==> src/rtl/core/sli_pkg.sv <==
package sli_pkg;

    localparam int unsigned LINK_W  = 7;
    localparam int unsigned VALUE_W = 32;

    // all-ones link code marks the end of a chain
    localparam logic [LINK_W-1:0] NULL_LINK = {LINK_W{1'b1}};

    localparam logic FUNC_INSERT  = 1'b0;
    localparam logic FUNC_READOUT = 1'b1;

    localparam logic [1:0] STAT_INSERTED = 2'd0;
    localparam logic [1:0] STAT_FULL     = 2'd1;
    localparam logic [1:0] STAT_ELEMENT  = 2'd2;
    localparam logic [1:0] STAT_EMPTY    = 2'd3;

    typedef enum logic [2:0] {
        S_IDLE,
        S_FREE,
        S_CMP,
        S_LINK,
        S_LINK_PREV,
        S_DONE,
        S_READ
    } t_state;

    // one access bundle toward the node store
    typedef struct packed {
        logic               rd_en;
        logic [LINK_W-1:0]  rd_addr;
        logic               val_we;
        logic [LINK_W-1:0]  val_addr;
        logic [VALUE_W-1:0] val_data;
        logic               link_we;
        logic [LINK_W-1:0]  link_addr;
        logic [LINK_W-1:0]  link_data;
    } t_store_cmd;

endpackage

==> src/rtl/core/sli_node_store.sv <==
module sli_node_store #(
    parameter int NODE_COUNT = 64
) (
    input  logic                          i_clk,
    input  logic                          i_rst_n,
    input  sli_pkg::t_store_cmd           i_cmd,
    output logic [sli_pkg::VALUE_W-1:0]   o_value,
    output logic [sli_pkg::LINK_W-1:0]    o_link
);

    localparam int IDX_W = $clog2(NODE_COUNT);

    logic [sli_pkg::VALUE_W-1:0] r_value_mem [NODE_COUNT];
    logic [sli_pkg::LINK_W-1:0]  r_link_mem  [NODE_COUNT];
    logic [NODE_COUNT-1:0]       r_link_set;
    logic [sli_pkg::VALUE_W-1:0] r_value_q;
    logic [sli_pkg::LINK_W-1:0]  r_link_q;

    logic [IDX_W-1:0]            w_rd_idx;
    logic [IDX_W-1:0]            w_val_idx;
    logic [IDX_W-1:0]            w_link_idx;
    logic [sli_pkg::LINK_W-1:0]  w_link_init;

    assign w_rd_idx   = i_cmd.rd_addr[IDX_W-1:0];
    assign w_val_idx  = i_cmd.val_addr[IDX_W-1:0];
    assign w_link_idx = i_cmd.link_addr[IDX_W-1:0];

    // untouched entry chains to its successor, the last one ends the free list
    assign w_link_init = (w_rd_idx == IDX_W'(NODE_COUNT - 1)) ? sli_pkg::NULL_LINK
                       : sli_pkg::LINK_W'(w_rd_idx) + sli_pkg::LINK_W'(1);

    always_ff @(posedge i_clk) begin
        if (i_cmd.val_we) begin
            r_value_mem[w_val_idx] <= i_cmd.val_data;
        end
        if (i_cmd.rd_en) begin
            r_value_q <= r_value_mem[w_rd_idx];
        end
    end

    always_ff @(posedge i_clk) begin
        if (i_cmd.link_we) begin
            r_link_mem[w_link_idx] <= i_cmd.link_data;
        end
        if (i_cmd.rd_en) begin
            r_link_q <= r_link_set[w_rd_idx] ? r_link_mem[w_rd_idx] : w_link_init;
        end
    end

    always_ff @(posedge i_clk) begin
        if (!i_rst_n) begin
            r_link_set <= '0;
        end else if (i_cmd.link_we) begin
            r_link_set[w_link_idx] <= 1'b1;
        end
    end

    assign o_value = r_value_q;
    assign o_link  = r_link_q;

endmodule

==> src/rtl/core/sorted_list_insert_free_list.sv <==
// Insert: takes the free-list head node, then walks the list with one compare per cycle on the
// node store's registered read port; an empty list skips the walk and a full list skips the store.
// Readout: one element per cycle while the consumer is ready.
// One request at a time; the next is taken once the last result is in the output register.
// Reset (synchronous, active low) empties the list and frees every node at once;
// no clearing pass is needed.
module sorted_list_insert_free_list #(
    parameter int NODE_COUNT = 64
) (
    input  logic                i_clk,
    input  logic                i_rst_n,
    input  logic                i_valid,
    output logic                o_ready,
    input  logic                i_func,
    input  logic signed [31:0]  i_value_in,
    output logic                o_valid,
    input  logic                i_ready,
    output logic [1:0]          o_status,
    output logic signed [31:0]  o_value_out,
    output logic                o_last
);

    localparam int LW = sli_pkg::LINK_W;

    sli_pkg::t_state     r_state, n_state;
    logic [31:0]         r_data, n_data;
    logic [LW-1:0]       r_node, n_node;
    logic [LW-1:0]       r_prev, n_prev;
    logic [LW-1:0]       r_cur, n_cur;
    logic [LW-1:0]       r_list_head, n_list_head;
    logic [LW-1:0]       r_free_head, n_free_head;
    logic [1:0]          r_status, n_status;

    logic                r_o_valid;
    logic [1:0]          r_o_status;
    logic [31:0]         r_o_value;
    logic                r_o_last;

    logic                w_out_free;
    logic                w_out_load;
    logic [1:0]          w_out_status;
    logic [31:0]         w_out_value;
    logic                w_out_last;

    sli_pkg::t_store_cmd w_cmd;
    logic [31:0]         w_value;
    logic [LW-1:0]       w_link;

    function automatic logic link_ok(input logic [LW-1:0] l);
        return l < LW'(NODE_COUNT);
    endfunction

    sli_node_store #(
        .NODE_COUNT (NODE_COUNT)
    ) u_store (
        .i_clk   (i_clk),
        .i_rst_n (i_rst_n),
        .i_cmd   (w_cmd),
        .o_value (w_value),
        .o_link  (w_link)
    );

    assign w_out_free = !r_o_valid || i_ready;

    always_comb begin
        n_state      = r_state;
        n_data       = r_data;
        n_node       = r_node;
        n_prev       = r_prev;
        n_cur        = r_cur;
        n_list_head  = r_list_head;
        n_free_head  = r_free_head;
        n_status     = r_status;
        w_cmd        = '0;
        w_out_load   = 1'b0;
        w_out_status = r_status;
        w_out_value  = '0;
        w_out_last   = 1'b1;
        o_ready      = (r_state == sli_pkg::S_IDLE);

        unique case (r_state)
            sli_pkg::S_IDLE: begin
                if (i_valid) begin
                    n_data = i_value_in;
                    if (i_func == sli_pkg::FUNC_INSERT) begin
                        if (!link_ok(r_free_head)) begin
                            n_status = sli_pkg::STAT_FULL;
                            n_state  = sli_pkg::S_DONE;
                        end else begin
                            n_node         = r_free_head;
                            n_cur          = r_list_head;
                            n_prev         = sli_pkg::NULL_LINK;
                            w_cmd.val_we   = 1'b1;
                            w_cmd.val_addr = r_free_head;
                            w_cmd.val_data = i_value_in;
                            w_cmd.rd_en    = 1'b1;
                            w_cmd.rd_addr  = r_free_head;
                            n_state        = sli_pkg::S_FREE;
                        end
                    end else begin
                        if (!link_ok(r_list_head)) begin
                            n_status = sli_pkg::STAT_EMPTY;
                            n_state  = sli_pkg::S_DONE;
                        end else begin
                            w_cmd.rd_en   = 1'b1;
                            w_cmd.rd_addr = r_list_head;
                            n_state       = sli_pkg::S_READ;
                        end
                    end
                end
            end
            sli_pkg::S_FREE: begin
                // pop the taken node off the free list, then start the walk
                n_free_head = w_link;
                if (link_ok(r_cur)) begin
                    w_cmd.rd_en   = 1'b1;
                    w_cmd.rd_addr = r_cur;
                    n_state       = sli_pkg::S_CMP;
                end else begin
                    n_state = sli_pkg::S_LINK;
                end
            end
            sli_pkg::S_CMP: begin
                if ($signed(w_value) < $signed(r_data)) begin
                    n_prev = r_cur;
                    n_cur  = w_link;
                    if (link_ok(w_link)) begin
                        w_cmd.rd_en   = 1'b1;
                        w_cmd.rd_addr = w_link;
                    end else begin
                        n_state = sli_pkg::S_LINK;
                    end
                end else begin
                    n_state = sli_pkg::S_LINK;
                end
            end
            sli_pkg::S_LINK: begin
                w_cmd.link_we   = 1'b1;
                w_cmd.link_addr = r_node;
                w_cmd.link_data = link_ok(r_cur) ? r_cur : sli_pkg::NULL_LINK;
                n_status        = sli_pkg::STAT_INSERTED;
                if (link_ok(r_prev)) begin
                    n_state = sli_pkg::S_LINK_PREV;
                end else begin
                    n_list_head = r_node;
                    n_state     = sli_pkg::S_DONE;
                end
            end
            sli_pkg::S_LINK_PREV: begin
                w_cmd.link_we   = 1'b1;
                w_cmd.link_addr = r_prev;
                w_cmd.link_data = r_node;
                n_state         = sli_pkg::S_DONE;
            end
            sli_pkg::S_DONE: begin
                if (w_out_free) begin
                    w_out_load = 1'b1;
                    n_state    = sli_pkg::S_IDLE;
                end
            end
            sli_pkg::S_READ: begin
                // hold the fetched node until the output register frees up
                if (w_out_free) begin
                    w_out_load   = 1'b1;
                    w_out_status = sli_pkg::STAT_ELEMENT;
                    w_out_value  = w_value;
                    w_out_last   = !link_ok(w_link);
                    if (link_ok(w_link)) begin
                        w_cmd.rd_en   = 1'b1;
                        w_cmd.rd_addr = w_link;
                    end else begin
                        n_state = sli_pkg::S_IDLE;
                    end
                end
            end
            default: begin
                n_state = sli_pkg::S_IDLE;
            end
        endcase
    end

    always_ff @(posedge i_clk) begin
        if (!i_rst_n) begin
            r_state     <= sli_pkg::S_IDLE;
            r_list_head <= sli_pkg::NULL_LINK;
            r_free_head <= '0;
            r_o_valid   <= 1'b0;
        end else begin
            r_state     <= n_state;
            r_list_head <= n_list_head;
            r_free_head <= n_free_head;
            if (w_out_load) begin
                r_o_valid <= 1'b1;
            end else if (i_ready) begin
                r_o_valid <= 1'b0;
            end
        end
    end

    always_ff @(posedge i_clk) begin
        r_data   <= n_data;
        r_node   <= n_node;
        r_prev   <= n_prev;
        r_cur    <= n_cur;
        r_status <= n_status;
        if (w_out_load) begin
            r_o_status <= w_out_status;
            r_o_value  <= w_out_value;
            r_o_last   <= w_out_last;
        end
    end

    assign o_valid     = r_o_valid;
    assign o_status    = r_o_status;
    assign o_value_out = r_o_value;
    assign o_last      = r_o_last;

    a_status_only_last: assert property (@(posedge i_clk) disable iff (!i_rst_n)
        (o_valid && (o_status != sli_pkg::STAT_ELEMENT)) |-> (o_last && (o_value_out == 0)))
        else $error("non-element result must be final and carry zero");

    a_accept_leaves_idle: assert property (@(posedge i_clk) disable iff (!i_rst_n)
        (i_valid && o_ready) |=> (r_state != sli_pkg::S_IDLE))
        else $error("accepted request did not start work");

    a_cmp_node_valid: assert property (@(posedge i_clk) disable iff (!i_rst_n)
        (r_state == sli_pkg::S_CMP) |-> link_ok(r_cur))
        else $error("walk compares against a null node");

    a_link_node_valid: assert property (@(posedge i_clk) disable iff (!i_rst_n)
        (r_state == sli_pkg::S_LINK || r_state == sli_pkg::S_LINK_PREV) |-> link_ok(r_node))
        else $error("linking a node outside the store");

endmodule
==> config.mk <==
export PLATFORM = sky130hd
export DESIGN_NAME = sorted_list_insert_free_list
export DESIGN_NICKNAME = d
export VERILOG_FILES = /design/src/rtl/core/sli_pkg.sv /design/src/rtl/core/sli_node_store.sv /design/src/rtl/core/sorted_list_insert_free_list.sv
export SDC_FILE = /design/constraint.sdc
export NUM_CORES = 2
export LEC_CHECK = 0
export ABC_AREA = 1
export CAP_MARGIN = 30
export CORE_MARGIN = 2
export CORE_UTILIZATION = 25
export CTS_CLUSTER_SIZE = 28
export DETAILED_ROUTE_END_ITERATION = 12
export DONT_BUFFER_PORTS = 1
export RECOVER_POWER = 50
export SETUP_SLACK_MARGIN = 0.2
export SLEW_MARGIN = 20
export SYNTH_ARGS = -nofsm -noshare
export SYNTH_HDL_FRONTEND = slang
export SYNTH_HIERARCHICAL = 1
export SYNTH_SLANG_ARGS = --single-unit
==> constraint.sdc <==
create_clock -name i_clk -period 5.35 [get_ports i_clk]
set_input_delay 0.535 -clock i_clk [delete_from_list [all_inputs] [get_ports i_clk]]
set_output_delay 0.535 -clock i_clk [all_outputs]
set_load 0.005 [all_outputs]
==> results.sh <==
export IMPL_status="finished with violations"
export IMPL_violations="capacitance limit, slew limit"
export IMPL_grt_start_max_net_pins=172
export IMPL_synthCells=9258
export IMPL_antenna_found_initial=23
export IMPL_arrival_ns=5.84
export IMPL_path_buf_inv=5
export IMPL_syn_cell_area_um2=110000
export IMPL_insertion_delay_ns=0.95
export IMPL_r2r_cells=21
export IMPL_finClkSkew_ns=0.102
export IMPL_cp_cell_sequence="ha_1 -> a21oi_1 -> o21ai_1 -> nand2_1 -> nand3_1 -> a21oi_1 -> nand3_1 -> nand3_1 -> buf_4 -> o21ai_4 -> buf_12 -> buf_12 -> buf_12 -> buf_12 -> nor2_1 -> o21ai_0 -> o21ai_0 -> o211ai_1 -> nand3b_1 -> nand3_1 -> nand2_1"
export IMPL_firstDrtPassIters=6
export IMPL_finalNetCount=9437
export IMPL_cp_end_kind="flip-flop"
export IMPL_clock_fmax_mhz=193
export IMPL_critPathMaxStageDelay_ns=0.86
export IMPL_slew_viol_final=1112
export IMPL_critPathTopFamily="simple AND/OR/NAND/NOR gates"
export IMPL_total_power_mw=63.6
export IMPL_clkTransAtPathRegs_ns=0.06
export IMPL_port_buffers=0
export IMPL_synth_area_per_cell_um2=11.9
export IMPL_grt_use_total_pct=14.3
export IMPL_die_w_um=668
export IMPL_worstHoldStart="i_rst_n"
export IMPL_gr_total_overflow=0
export IMPL_critPathKind="flip-flop to flip-flop"
export IMPL_num_rows=243
export IMPL_start_util_pct=25.1
export IMPL_place_area_um2=120000
export IMPL_clock_sinks=2707
export IMPL_rsz0062_at_grt="true"
export IMPL_fin_ws_ns=0.181
export IMPL_hold_viol=0
export IMPL_area_growth_pct=16.0
export IMPL_vias=72900
export IMPL_gp_congestion=0.850
export IMPL_cts_htree_levels=4
export IMPL_grt_pass1_vias=68300
export IMPL_place_ws_ns=-0.0863
export IMPL_timing_rr_end="u_store/o_value[19]$_DFFE_PP_"
export IMPL_cts_root_buf="clkbuf_16"
export IMPL_vdd_ir_drop_max_mv=0.399
export IMPL_die_y_um=668
export IMPL_placedCellCount=15000
export IMPL_drv_cap=28
export IMPL_dpl_hpwl_um=194000
export IMPL_drc=0
export IMPL_grt_pass1_wl_um=478000
export IMPL_layout_drive_gt1_share_pct=8.62
export IMPL_cts_max_path_buffers=4
export IMPL_critical_path_slowest_cell="edfxtp_1"
export IMPL_instances_no_fill=15500
export IMPL_setup_tns_ns=0
export IMPL_syn_num_nets=9327
export IMPL_start_kind="flip-flop"
export IMPL_drt_iter0_markers=9192
export IMPL_rrSetupSlack_ns=0.18
export IMPL_io_pins=74
export IMPL_dieArea_um2=446000
export IMPL_design_area_um2=128000
export IMPL_worst_path_max_fanout=14
export IMPL_drt_total_wl_um=331000
export IMPL_finalSetupViolCount=0
export IMPL_synth_warnings=6
export IMPL_min_path_cells=2
export IMPL_r2r_start="u_store/o_value[16]$_DFFE_PP_"
export IMPL_core_region_area_um2=438000
export IMPL_period_minus_slack_ns=5.17
export IMPL_wire_per_inst_um=21.4
export IMPL_cts_tree="yes"
export IMPL_slew_headroom_pct=-108
export IMPL_cts_buffers=249
export IMPL_period_share_pct=96.6
export IMPL_viasPerCell=4.72
export IMPL_worst_pin_slew_ns=3.12
export IMPL_holdPathEnd="u_store/r_link_set[42]$_SDFFE_PN0P_"
export IMPL_hold_class="primary input to flip-flop"
export IMPL_power_density_nw_per_um2=498
export IMPL_final_antenna_net_count=0
export IMPL_p_leak_nw=42.7
export IMPL_crit_required_ns=6.03
## sequential cells by signal, indices dropped and copies added (netlist names), 3 cells and up
| register | cells |
|---|---|
| r_data | 32 |
| o_value_out | 32 |
| u_store/o_value | 32 |
| r_free_head | 7 |
| r_cur | 7 |
| u_store/r_value_mem | 2048 |
| r_list_head | 7 |
| u_store/r_link_mem | 448 |
| r_prev | 7 |
| r_state | 3 |
| u_store/r_link_set | 64 |
| u_store/o_link | 7 |
| r_node | 7 |
## placed cells by master, fill, tap and decap left out, drive strengths merged, types with 105 or more instances in the layout
cell,count
nand2,1375
nor2,1691
o21ai,1109
nand3,507
o22ai,254
edfxtp,2625
o211ai,242
clkbuf,356
buf,313
inv,639
clkinv,105
## how the worst max path moves through the flow
| stage | cells past startpoint | to | slack [ns] | startpoint |
|---|---|---|---|---|
| 2_1_floorplan | 14 | u_store/r_value_mem[15][0]$_DFFE_PP_ | 1.15 | r_state[1]$_SDFFE_PN0P_ |
| 3_3_place_gp | 22 | u_store/o_value[9]$_DFFE_PP_ | -0.11 | u_store/o_value[17]$_DFFE_PP_ |
| 3_5_place_dp | 22 | u_store/o_value[9]$_DFFE_PP_ | -0.09 | u_store/o_value[17]$_DFFE_PP_ |
| 4_1_cts | 22 | u_store/o_value[9]$_DFFE_PP_ | 0.20 | u_store/o_value[17]$_DFFE_PP_ |
| 5_1_grt | 10 | u_store/r_value_mem[23][23]$_DFFE_PP_ | 0.09 | r_state[1]$_SDFFE_PN0P_ |
| 6_report | 21 | u_store/o_value[19]$_DFFE_PP_ | 0.18 | u_store/o_value[16]$_DFFE_PP_ |
## through the flow
stage               util [%]  hold slack [ns]
finish                  29.2            0.130
global route            29.1            0.120
CTS                     29.3          0.00158
detailed placement      27.3            0.435
global placement        27.3            0.435
floorplan                  -            0.425
## layer usage
layer  share of wire [%]  vias to the layer above  GRT usage, %
li1                    -                    32700             -
met1                  40                    36300          19.2
met2                  46                     3417          23.5
met3                 9.1                      567          2.05
met4                 4.0                        4          5.08
met5              0.0082                        -             0
## final cells by class
cell class	count	area, um2
diodes	14	35.0
clock buffers	298	6520
clock inverters	149	1590
fillers	44400	311000
inverters	640	2450
multi-input cells	5361	25000
flip-flops and latches	2707	80500
well taps	5880	7360
repair buffers	409	4370
## repair_timing
item / 4_1_cts / 5_1_grt
pin swaps: 1 / 1
hold buffers: 35 / 1
resized for setup: 1 / 5
gates cloned: 0 / 0
hold endpoints to repair: 218 / 1
setup buffers: 2 / 4
setup endpoints to repair: 6 / 8
## power breakdown
part	internal (mW)	total (mW)	switching, mW
combinational	5.74	20.4	14.7
clock	10.2	18.0	7.81
sequential	24.7	25.2	0.496
total	40.7	63.6	23.0
Note: power is estimated with default switching activity, not from simulation.
